**src/sv/tsr_pkg.sv**
```systemverilog
`timescale 1ns / 1ps
package tsr_pkg;

  localparam int CoordBits  = 8;
  localparam int ColorBits  = 16;
  localparam int AccBits    = 2 * CoordBits + 2;
  localparam int QueueDepth = 2;

  typedef enum logic {
    OP_LOAD    = 1'b0,
    OP_ADVANCE = 1'b1
  } op_e;

  typedef struct packed {
    logic                 op;
    logic [CoordBits-1:0] vx0;
    logic [CoordBits-1:0] vy0;
    logic [CoordBits-1:0] vx1;
    logic [CoordBits-1:0] vy1;
    logic [CoordBits-1:0] vx2;
    logic [CoordBits-1:0] vy2;
    logic [ColorBits-1:0] fill_color;
  } in_t;

  typedef struct packed {
    logic [CoordBits-1:0] span_row;
    logic [CoordBits-1:0] span_left;
    logic [CoordBits-1:0] span_right;
    logic [ColorBits-1:0] span_color;
    logic                 span_last;
  } out_t;

  typedef struct packed {
    logic valid;
    logic full;
  } queue_status_t;

endpackage

```
**src/sv/triangle_span_rasterizer_unit.sv**
```systemverilog
`timescale 1ns / 1ps
// Load items are consumed by the back end once at the queue head; no result.
// A scan span pops its item and starts the first of two 18-step signed divisions
// through the shared serial divider, then registers the span and issues it.
// A span of a triangle on one row uses no division. Input queue holds QDEPTH items.
// Reset (rst_ni low, asynchronous) empties the queue, idles the scan and clears state.
module triangle_span_rasterizer_unit #(
  parameter int QDEPTH = tsr_pkg::QueueDepth
) (
  input  logic          clk_i,
  input  logic          rst_ni,
  input  tsr_pkg::in_t  in_i,
  input  logic          in_valid_i,
  output logic          in_stall_o,
  output tsr_pkg::out_t out_o,
  output logic          out_valid_o,
  input  logic          out_stall_i
);

  tsr_pkg::in_t                           head;
  tsr_pkg::queue_status_t                 qstat;
  logic                                   pop;
  logic                                   div_start, div_busy, div_done;
  logic signed [tsr_pkg::AccBits-1:0]     div_num, div_quo;
  logic        [tsr_pkg::CoordBits-1:0]   div_den;

  tsr_front #(.QDEPTH(QDEPTH)) u_front (
    .clk_i, .rst_ni, .in_i, .in_valid_i, .in_stall_o,
    .pop_i(pop), .head_o(head), .status_o(qstat)
  );

  tsr_div u_div (
    .clk_i, .rst_ni, .start_i(div_start), .num_i(div_num), .den_i(div_den),
    .busy_o(div_busy), .done_o(div_done), .quo_o(div_quo)
  );

  tsr_back u_back (
    .clk_i, .rst_ni, .head_i(head), .head_valid_i(qstat.valid), .pop_o(pop),
    .div_start_o(div_start), .div_num_o(div_num), .div_den_o(div_den),
    .div_done_i(div_done), .div_quo_i(div_quo),
    .out_o, .out_valid_o, .out_stall_i
  );

  a_pop_nonempty: assert property (@(posedge clk_i) disable iff (!rst_ni)
    pop |-> qstat.valid) else $error("pop from empty queue");

  a_div_restart: assert property (@(posedge clk_i) disable iff (!rst_ni)
    (div_start && div_busy) |-> div_done) else $error("divider restarted while busy");

  a_pop_no_rise: assert property (@(posedge clk_i) disable iff (!rst_ni)
    pop |=> !$rose(out_valid_o)) else $error("span issued too early after pop");

  a_stall_full: assert property (@(posedge clk_i) disable iff (!rst_ni)
    in_stall_o |-> qstat.full) else $error("stall without full queue");

endmodule

```
**src/sv/tsr_front.sv**
```systemverilog
`timescale 1ns / 1ps
module tsr_front #(
  parameter int QDEPTH = tsr_pkg::QueueDepth
) (
  input  logic                  clk_i,
  input  logic                  rst_ni,
  input  tsr_pkg::in_t          in_i,
  input  logic                  in_valid_i,
  output logic                  in_stall_o,
  input  logic                  pop_i,
  output tsr_pkg::in_t          head_o,
  output tsr_pkg::queue_status_t status_o
);

  localparam int PW = (QDEPTH > 1) ? $clog2(QDEPTH) : 1;
  localparam int CW = $clog2(QDEPTH + 1);

  tsr_pkg::in_t   mem_q [QDEPTH];
  logic [PW-1:0]  wr_q, wr_d, rd_q, rd_d;
  logic [CW-1:0]  cnt_q, cnt_d;
  logic           push, pop;

  assign status_o.valid = (cnt_q != '0);
  assign status_o.full  = (cnt_q == CW'(QDEPTH));
  assign in_stall_o     = status_o.full;
  assign push           = in_valid_i && !status_o.full;
  assign pop            = pop_i && status_o.valid;
  assign head_o         = mem_q[rd_q];

  always_comb begin
    wr_d  = wr_q;
    rd_d  = rd_q;
    cnt_d = cnt_q;
    if (push) begin
      wr_d = (wr_q == PW'(QDEPTH - 1)) ? '0 : wr_q + PW'(1);
    end
    if (pop) begin
      rd_d = (rd_q == PW'(QDEPTH - 1)) ? '0 : rd_q + PW'(1);
    end
    if (push && !pop) begin
      cnt_d = cnt_q + CW'(1);
    end else if (pop && !push) begin
      cnt_d = cnt_q - CW'(1);
    end
  end

  always_ff @(posedge clk_i or negedge rst_ni) begin
    if (!rst_ni) begin
      wr_q  <= '0;
      rd_q  <= '0;
      cnt_q <= '0;
    end else begin
      wr_q  <= wr_d;
      rd_q  <= rd_d;
      cnt_q <= cnt_d;
    end
  end

  always_ff @(posedge clk_i) begin
    if (push) begin
      mem_q[wr_q] <= in_i;
    end
  end

endmodule

```
**src/sv/tsr_div.sv**
```systemverilog
`timescale 1ns / 1ps
module tsr_div (
  input  logic                                  clk_i,
  input  logic                                  rst_ni,
  input  logic                                  start_i,
  input  logic signed [tsr_pkg::AccBits-1:0]    num_i,
  input  logic        [tsr_pkg::CoordBits-1:0]  den_i,
  output logic                                  busy_o,
  output logic                                  done_o,
  output logic signed [tsr_pkg::AccBits-1:0]    quo_o
);

  localparam int W  = tsr_pkg::AccBits;
  localparam int DB = tsr_pkg::CoordBits;
  localparam int CW = $clog2(W);

  logic          busy_q;
  logic [CW-1:0] cnt_q;
  logic [W-1:0]  mag_q;
  logic [DB-1:0] rem_q;
  logic [DB-1:0] den_q;
  logic          neg_q, dz_q;
  logic [DB:0]   rem_sh;
  logic [DB-1:0] rem_nx;
  logic          ge;
  logic [W-1:0]  q_mag;

  assign rem_sh = {rem_q, mag_q[W-1]};
  assign ge     = (rem_sh >= {1'b0, den_q});
  assign rem_nx = ge ? DB'(rem_sh - {1'b0, den_q}) : rem_sh[DB-1:0];
  assign q_mag  = {mag_q[W-2:0], ge};
  assign busy_o = busy_q;
  assign done_o = busy_q && (cnt_q == CW'(W - 1));
  assign quo_o  = dz_q ? '0 : (neg_q ? -$signed(q_mag) : $signed(q_mag));

  always_ff @(posedge clk_i or negedge rst_ni) begin
    if (!rst_ni) begin
      busy_q <= 1'b0;
      cnt_q  <= '0;
    end else if (start_i) begin
      busy_q <= 1'b1;
      cnt_q  <= '0;
    end else if (busy_q) begin
      cnt_q <= cnt_q + CW'(1);
      if (done_o) begin
        busy_q <= 1'b0;
      end
    end
  end

  always_ff @(posedge clk_i) begin
    if (start_i) begin
      mag_q <= num_i[W-1] ? -num_i : num_i;
      rem_q <= '0;
      den_q <= den_i;
      neg_q <= num_i[W-1];
      dz_q  <= (den_i == '0);
    end else if (busy_q) begin
      mag_q <= q_mag;
      rem_q <= rem_nx;
    end
  end

endmodule

```
**src/sv/tsr_back.sv**
```systemverilog
`timescale 1ns / 1ps
module tsr_back (
  input  logic                                  clk_i,
  input  logic                                  rst_ni,
  input  tsr_pkg::in_t                          head_i,
  input  logic                                  head_valid_i,
  output logic                                  pop_o,
  output logic                                  div_start_o,
  output logic signed [tsr_pkg::AccBits-1:0]    div_num_o,
  output logic        [tsr_pkg::CoordBits-1:0]  div_den_o,
  input  logic                                  div_done_i,
  input  logic signed [tsr_pkg::AccBits-1:0]    div_quo_i,
  output tsr_pkg::out_t                         out_o,
  output logic                                  out_valid_o,
  input  logic                                  out_stall_i
);

  localparam int CB = tsr_pkg::CoordBits;
  localparam int AW = tsr_pkg::AccBits;

  typedef enum logic [1:0] {PH_IDLE, PH_FLAT, PH_SCAN} phase_e;
  typedef enum logic [1:0] {S_WAIT, S_DIVL, S_DIVR, S_EMIT} state_e;

  state_e                   st_q;
  phase_e                   phase_q;
  logic [CB-1:0]            sx_q [3];
  logic [CB-1:0]            sy_q [3];
  logic [CB:0]              row_q;
  logic signed [AW-1:0]     lacc_q, racc_q;
  logic [tsr_pkg::ColorBits-1:0] color_q;
  logic                     upper_q, scan_q;
  logic signed [AW-1:0]     a_q;
  tsr_pkg::out_t            span_q, out_q;
  logic                     out_valid_q;

  logic [CB-1:0] ax [3];
  logic [CB-1:0] ay [3];
  logic [CB-1:0] bx [3];
  logic [CB-1:0] by [3];
  logic [CB-1:0] cx [3];
  logic [CB-1:0] cy [3];
  logic [CB-1:0] lo, hi;
  logic          upper, out_free;
  logic signed [AW-1:0] lnum, b_val;
  logic signed [AW-1:0] dx01, dx12, dx02;

  always_comb begin
    ax[0] = head_i.vx0; ay[0] = head_i.vy0;
    ax[1] = head_i.vx1; ay[1] = head_i.vy1;
    ax[2] = head_i.vx2; ay[2] = head_i.vy2;
    bx = ax; by = ay;
    if (ay[0] > ay[1]) begin
      bx[0] = ax[1]; by[0] = ay[1]; bx[1] = ax[0]; by[1] = ay[0];
    end
    cx = bx; cy = by;
    if (by[1] > by[2]) begin
      cx[1] = bx[2]; cy[1] = by[2]; cx[2] = bx[1]; cy[2] = by[1];
    end
    bx = cx; by = cy;
    if (cy[0] > cy[1]) begin
      bx[0] = cx[1]; by[0] = cy[1]; bx[1] = cx[0]; by[1] = cy[0];
    end
  end

  always_comb begin
    lo = sx_q[0];
    hi = sx_q[0];
    for (int i = 1; i < 3; i++) begin
      if (sx_q[i] < lo) lo = sx_q[i];
      if (sx_q[i] > hi) hi = sx_q[i];
    end
  end

  assign upper = (row_q < {1'b0, sy_q[1]}) ||
                 ((row_q == {1'b0, sy_q[1]}) && (sy_q[1] == sy_q[2]));
  assign lnum  = (!upper && (row_q == {1'b0, sy_q[1]})) ? '0 : lacc_q;
  assign dx01  = AW'($signed({1'b0, sx_q[1]}) - $signed({1'b0, sx_q[0]}));
  assign dx12  = AW'($signed({1'b0, sx_q[2]}) - $signed({1'b0, sx_q[1]}));
  assign dx02  = AW'($signed({1'b0, sx_q[2]}) - $signed({1'b0, sx_q[0]}));
  assign b_val = $signed({{(AW-CB){1'b0}}, sx_q[0]}) + div_quo_i;

  assign pop_o       = (st_q == S_WAIT) && head_valid_i;
  assign out_free    = !out_valid_q || !out_stall_i;
  assign out_o       = out_q;
  assign out_valid_o = out_valid_q;

  always_comb begin
    div_start_o = 1'b0;
    div_num_o   = racc_q;
    div_den_o   = sy_q[2] - sy_q[0];
    if (st_q == S_WAIT) begin
      div_start_o = pop_o && (head_i.op == tsr_pkg::OP_ADVANCE) && (phase_q == PH_SCAN);
      div_num_o   = lnum;
      div_den_o   = upper ? (sy_q[1] - sy_q[0]) : (sy_q[2] - sy_q[1]);
    end else if (st_q == S_DIVL) begin
      div_start_o = div_done_i;
    end
  end

  always_ff @(posedge clk_i or negedge rst_ni) begin
    if (!rst_ni) begin
      st_q        <= S_WAIT;
      phase_q     <= PH_IDLE;
      out_valid_q <= 1'b0;
      for (int i = 0; i < 3; i++) begin
        sx_q[i] <= '0;
        sy_q[i] <= '0;
      end
      row_q   <= '0;
      lacc_q  <= '0;
      racc_q  <= '0;
      color_q <= '0;
      upper_q <= 1'b0;
      scan_q  <= 1'b0;
      a_q     <= '0;
      span_q  <= '0;
      out_q   <= '0;
    end else begin
      if (out_valid_q && !out_stall_i) begin
        out_valid_q <= 1'b0;
      end
      case (st_q)
        S_WAIT: begin
          if (pop_o) begin
            if (head_i.op == tsr_pkg::OP_LOAD) begin
              sx_q    <= bx;
              sy_q    <= by;
              color_q <= head_i.fill_color;
              row_q   <= {1'b0, by[0]};
              lacc_q  <= '0;
              racc_q  <= '0;
              phase_q <= (by[0] == by[2]) ? PH_FLAT : PH_SCAN;
            end else if (phase_q == PH_FLAT) begin
              span_q <= '{span_row: sy_q[0], span_left: lo, span_right: hi,
                          span_color: color_q, span_last: 1'b1};
              scan_q <= 1'b0;
              st_q   <= S_EMIT;
            end else if (phase_q == PH_SCAN) begin
              lacc_q  <= lnum;
              upper_q <= upper;
              scan_q  <= 1'b1;
              st_q    <= S_DIVL;
            end
          end
        end
        S_DIVL: begin
          if (div_done_i) begin
            a_q  <= $signed({{(AW-CB){1'b0}}, upper_q ? sx_q[0] : sx_q[1]}) + div_quo_i;
            st_q <= S_DIVR;
          end
        end
        S_DIVR: begin
          if (div_done_i) begin
            span_q.span_row   <= row_q[CB-1:0];
            span_q.span_left  <= (a_q > b_val) ? b_val[CB-1:0] : a_q[CB-1:0];
            span_q.span_right <= (a_q > b_val) ? a_q[CB-1:0] : b_val[CB-1:0];
            span_q.span_color <= color_q;
            span_q.span_last  <= (row_q >= {1'b0, sy_q[2]});
            st_q <= S_EMIT;
          end
        end
        S_EMIT: begin
          if (out_free) begin
            out_q       <= span_q;
            out_valid_q <= 1'b1;
            st_q        <= S_WAIT;
            if (span_q.span_last) begin
              phase_q <= PH_IDLE;
            end else if (scan_q) begin
              lacc_q <= lacc_q + (upper_q ? dx01 : dx12);
              racc_q <= racc_q + dx02;
              row_q  <= row_q + (CB+1)'(1);
            end
          end
        end
        default: st_q <= S_WAIT;
      endcase
    end
  end

endmodule

```
**config.mk**
```make
export PLATFORM = sky130hd
export DESIGN_NAME = triangle_span_rasterizer_unit
export DESIGN_NICKNAME = d
export VERILOG_FILES = /design/src/sv/tsr_pkg.sv /design/src/sv/triangle_span_rasterizer_unit.sv /design/src/sv/tsr_front.sv /design/src/sv/tsr_div.sv /design/src/sv/tsr_back.sv
export SDC_FILE = /design/constraint.sdc
export NUM_CORES = 1
export LEC_CHECK = 0
export ABC_AREA = 1
export BUFFER_PORTS_ARGS = -buffer_cell sky130_fd_sc_hd__buf_2
export CAP_MARGIN = 20
export CORE_ASPECT_RATIO = 0.6
export CORE_MARGIN = 2
export CORE_UTILIZATION = 50
export CTS_CLUSTER_DIAMETER = 100
export DETAILED_ROUTE_END_ITERATION = 7
export PLACE_DENSITY = 0.67
export SYNTH_ARGS = -nofsm -noshare
export SYNTH_HDL_FRONTEND = slang
export SYNTH_SLANG_ARGS = --single-unit
```
**constraint.sdc**
```tcl
create_clock -name clk_i -period 12.95 [get_ports clk_i]
set_input_delay 2.59 -clock clk_i [delete_from_list [all_inputs] [get_ports clk_i]]
set_output_delay 2.59 -clock clk_i [all_outputs]
set_load 0.005 [all_outputs]
```
* Yosys cells after proc, flatten, opt, wreduce, memory -nomap -nowiden
Memories as Yosys holds them, arrays and structs flattened.
Cells that the tools add are included.
** Word-level totals
- Flip-flop bits (word level) :: 262
- RAM bits :: 130
- Input bits :: 69
- Output and inout bits :: 43
- Word-level logic and storage cells :: 210
- Memories :: 1
** Cells by class
- $add $sub $neg :: 19
- $lt $le $gt $ge :: 11
- Equal/unequal tests :: 23
- Multiplexer cells :: 81
- Bitwise logic cells :: 2
- Reduce and logical (&&, ||, !) cells :: 37
** Memories
- u_front.mem_q :: depth 2, bits a word 65, rd ports 1, clocked after memory_dff 0, wr ports 1, line tsr_front.sv:18 : tsr_pkg::in_t mem_q [QDEPTH];
** Operators with widths (number)
- 18-bit 2-to-1 mux :: 20
- 41-bit 2-to-1 mux :: 4
- 16-bit 2-to-1 mux :: 6
- 41-bit one-hot mux with 2 select lines :: 1
- 8-bit 2-to-1 mux :: 10
- 18-bit one-hot mux with 2 select lines :: 2
- 9-bit 2-to-1 mux :: 5
- 8-bit greater-than comparator :: 5
- 18-bit adder :: 2
- 9-bit by 18-bit adder with 18-bit output :: 2
- 18-bit negator :: 2
- 8-bit subtractor :: 4
- 2-bit 2-to-1 mux :: 14
- 8-bit by 8-bit subtractor with 9-bit output :: 3
- 9-bit by 8-bit >= comparator with 1-bit output :: 2
- 18-bit greater-than comparator :: 1
- 9-bit one-hot mux with 2 select lines :: 1
- 8-bit == test :: 2
- 8-bit less-than comparator :: 2
- 5-bit AND reduction :: 3
- 1-bit 2-to-1 mux :: 14
- 2-bit by 1-bit != test with 1-bit output (second input constant) :: 7
- 6-bit AND reduction :: 2
- 2-bit nonzero test :: 6
- 25 further kinds :: 53

* Depth between registers and ports, before layout
An unclocked memory read counts as a cell.
- Depth in word-level cells :: 12
- Depth in mapped cells :: 41
- Mapped depth without buffers :: 40

* By module
Synthesis repeated with hierarchy kept, for this count alone.
** Second synthesis, totals
- Cell total of the unflattened synthesis :: 3195
- Area total of the unflattened synthesis :: 25339.3 µm²
** By module, submodules not included
- tsr_back :: instances 1, cells each 2425, area each 17311.6 µm², seq. area each 5405.2 µm²
- tsr_front :: instances 1, cells each 372, area each 4951.0 µm², seq. area each 4003.8 µm²
- tsr_div :: instances 1, cells each 398, area each 3076.7 µm², seq. area each 1151.1 µm²

* Worst setup path after synthesis
OpenSTA, ideal clock, no wires.
- Path type :: in2reg
- From :: input port in_valid_i
- To :: memory u_front.mem_q[1][0] in the netlist's numbering (enable)
- Library setup time :: 490 ps
- Arrival time :: 5471 ps
- Required time :: 12460 ps
- Setup slack :: 6989 ps
- Cell stages on the path :: 2
- Buffers on the path :: 0
- Cell sequence :: o21ai_0 nor2_1
** On the way
- Cells in the longest elaborated chain, start to end :: 3
** RTL lines
- start, declared :: line triangle_span_rasterizer_unit.sv:13 : input logic in_valid_i,
- 1-bit logical AND :: line tsr_front.sv:26 : assign push = in_valid_i && !status_o.full;
- 1-bit 2-to-1 mux :: line tsr_front.sv:60 : if (push) begin
- 1-bit 2-to-1 mux (implied by the code) :: line tsr_front.sv:61 : mem_q[wr_q] <= in_i;
- end, declared :: line tsr_front.sv:18
Every way passes these cells.

* Final worst setup path
- From :: register u_front.rd_q
- To :: register u_back.phase_q[1]
** On the way
- Cells in the longest elaborated chain, start to end :: 12
- Elaborated cells on any way between the ends :: 14
- Classes of those cells :: order compare (3); eq/ne (2); mux (7); reduce/logical (1); memory (1)
** RTL lines
- start, declared :: line tsr_front.sv:19 : logic [PW-1:0] wr_q, wr_d, rd_q, rd_d;
- start signal, assigned :: line tsr_front.sv:54 : rd_q <= rd_d;
- memory 2 x 65 bit *
- 8-bit greater-than comparator :: line tsr_back.sv:52 : if (ay[0] > ay[1]) begin
- 16-bit 2-to-1 mux :: line tsr_back.sv:52
- 8-bit greater-than comparator :: line tsr_back.sv:56 : if (by[1] > by[2]) begin
- 16-bit 2-to-1 mux :: line tsr_back.sv:56
- 8-bit greater-than comparator :: line tsr_back.sv:60 : if (cy[0] > cy[1]) begin
- 16-bit 2-to-1 mux :: line tsr_back.sv:60
- 8-bit == test :: line tsr_back.sv:132 : phase_q <= (by[0] == by[2]) ? PH_FLAT : PH_SCAN;
- 2-bit 2-to-1 mux :: line tsr_back.sv:132
- 2-bit 2-to-1 mux :: line tsr_back.sv:125 : if (head_i.op == tsr_pkg::OP_LOAD) begin
- 2-bit 2-to-1 mux :: line tsr_back.sv:124 : if (pop_o) begin
- 2-bit one-hot mux with 2 select lines :: line tsr_back.sv:122 : case (st_q)
- end signal, assigned :: line tsr_back.sv:132
- end, declared :: line tsr_back.sv:25 : phase_e phase_q;
Every way passes the cells marked *; elsewhere a longest branch is shown, timed or not. The select of a mux whose other input is x is not followed.
A chain may end at the register's enable or synchronous reset.

==> impl_metrics.toml <==
[floorplanning]
core_sq_um = 49400
die_w_um = 293
die_y_um = 177
floorplan.initialDensity = 0.506
rows = 63
io_pins = 112
dieArea_sq_um = 51900

[worst_hold_path]
hp-class = "reg2reg"
whs_path_depth = 2

[sta]
slew_violations = 0
final_hold_viol_count = 0
worstMarginPinSlew_ps = 1140
period_needed_ps = 7650
timing.final.ws_setup_ps = 5300
max_freq_ghz = 0.131
relSlewSlack = 0.233
whs_ps = 480
rsz0062_at_grt = "no"
setup_tns_ps = 0
clock_skew_ps = 19.2
period_share = 0.591
setup_viol = 0

[global_routing]
gr-usage-met1 = 0.421
antenna_found_initial = 0
grt_first_pass_wirelength_um = 108000
grt.busiest_layer = "met1"
grt_pass1_vias = 19700
grt_use_met3 = 0.0401
grt_max_degree = 110
gr-total-overflow = 0
grtUsageTotal = 0.262
grt_use_met2 = 0.375

[status]
status = "complete, no violations"

[synthesis]
synth_area_sq_um = 25000
synth_edf_count = 158
synthArstFlopShare = 0.577
synth_top_cell_area_share = 0.226
synth_common_cells = "706 x nand2_1, 322 x inv_1, 291 x o21ai_0"
yosysSeqAreaShare = 0.422
syn-instance-count = 3009
dominantRegCellSynth = "dfrtp_1"
yosys_warnings = 0
yosysMostFrequentCell = "nand2_1"
syn_avg_cell_area_sq_um = 8.31
synth_top_cell_by_area = "dfrtp_1"
yosys-top-cells-area = "dfrtp_1 23%, edfxtp_1 19%, nand2_1 11%, ha_1 9.3%, o21ai_0 5.8%"
ys_types = 70
syn_nets = 3275
synth_seq_cells = 392

[critical_path]
crit_arrival_ps = 8090
r2r_cells = 30
slowest_delay_ps = 840
worstSetupStartpointType = "register"
worstSetupEndpointType = "register"
rrSetupSlack_ps = 5300
r2r_end = "u_back.phase_q[1]"
worstReg2RegStart = "u_front.rd_q"
cp.required_ps = 13390
path_class = "reg2reg"
crit_end = "u_back.phase_q[1]"
path_max_fanout = 46
critPathSlowestCell = "dfrtp_4"
crit_path_frequent_cell = "nand2_1"
crit_path_start = "u_front.rd_q"

[finish]
utilization = 0.554
drive_above_1_share = 0.102
multi_input_area_sq_um = 12800
syn_to_final_growth_pct = 9.44
nNetsFinal = 3343
fillers = 4495
n_antenna_cell = 0
register_area_sq_um = 10600

[clock_network]
hold_buffers = 0
clkSinkCount = 392
ctsResizeCount = 0
clockBufferDepth = 3
htreeDepth = 2
clock_latency_ps = 550
cts_tree = "yes"
cts.clk_slew.worst_paths_ps = 60
root_buffer = "clkbuf_16"
cts_buffers = 39
post_cts_buffers = 0

[run]
cap_violations = 0

[power]
p_per_area_nw_per_um2 = 121
vdd_drop_max_mv = 0.259
leakage_nw = 12.9

[routing]
drt_pass1_iterations = 6
via_per_inst = 5.64
routed_wl_um = 68600
drt_iter0_markers = 2009
wl_per_cell_um = 18.3
detail-route-antenna-nets = 0
drc = 0
vias = 21200

[placement]
dp_slack_ps = 5140
gp_congestion = 0.970
port_buffers = 111
place_hpwl_um = 51800
[cell families after synthesis]
kind of cell / after synthesis / synth area share
buf+inv: 442 / 0.0683
xor+xnor: 75 / 0.0263
compound gates: 647 / 0.145
fa+ha+maj: 197 / 0.102
simple gates: 1182 / 0.204
mux: 74 / 0.0317
flops: 392 / 0.422
[placed cells by master, fill, tap and decap left out, drive strengths merged, types with 16 or more instances in the layout]
master	Yosys	final
mux2i	32	32
mux2	42	42
o21ai	325	325
o211ai	51	51
ha	186	186
a21oi	179	179
nor2	188	188
dfrtp	226	226
inv	335	336
nand2	722	722
edfxtp	158	158
a31oi	25	25
nand3	182	182
clkbuf	63	56
nor3	25	25
xnor2	25	25
nand4	30	30
buf	39	128
clkinv	5	16
xor2	50	50
[flip-flops by register name (all words and copies together), names as in the netlist, 5 cells and up]
register and cells:
u_div.den_q 8, u_back.racc_q 18, u_div.cnt_q 5, u_back.lacc_q 18, u_back.color_q 16, u_div.rem_q 8, u_back.sx_q 24, u_back.out_o 41
u_back.row_q 9, u_back.a_q 18, u_back.sy_q 24, u_front.mem_q 130, u_back.span_q 41, u_div.mag_q 18
[report_power, final]
part	internal, W	switching (W)	leakage, nW
registers	0.00141	0.0000253	4.56
logic	0.000221	0.000560	7.75
clock network	0.000614	0.000495	0.603
total	0.00224	0.00108	12.9
[worst max-delay path, delay by kind of cell, from the launching register on]
family	cells	cell delay, ps
fa+ha+maj	3	970
buf+inv	3	1560
flops	1	840
simple gates	16	1950
mux	1	430
compound gates	7	1730
[worst min path at each step]
stage | from | end | slack [ps]
floorplan | u_back.span_q[32] | u_back.span_q[32] | 440
global placement | u_back.out_o[20] | u_back.out_o[20] | 460
detailed placement | u_back.span_q[26] | u_back.span_q[26] | 460
CTS | u_back.span_q[26] | u_back.span_q[26] | 480
global route | u_back.span_q[32] | u_back.span_q[32] | 500
finish | u_back.span_q[25] | u_back.span_q[25] | 480
[layout make-up]
| cell class | count | area share |
|---|---|---|
| Clock buffer | 55 | 0.0415 |
| Clock inverter | 15 | 0.00338 |
| Inverter | 340 | 0.0467 |
| Multi-Input combinational cell | 2175 | 0.467 |
| Sequential cell | 392 | 0.386 |
| Tap cell | 650 | 0.0297 |
| Timing Repair Buffer | 129 | 0.0261 |
[metrics by stage]
stage | instances | cell area (sq um) | power, W
global placement | 3684 | 26100 | 0.00220
finish | 3756 | 27400 | 0.00332
floorplan | 3009 | 25000 | 0.00203
detailed placement | 3684 | 26100 | 0.00223
global route | 3756 | 27400 | 0.00351
CTS | 3754 | 27300 | 0.00334
[metal layers]
metal | share of wire | routed length [um]
met5 | 0 | 0
met4 | 0.010 | 716
met3 | 0.076 | 5200
met2 | 0.41 | 28200
met1 | 0.50 | 34500
No activity file was read; power rests on OpenSTA's default activity.
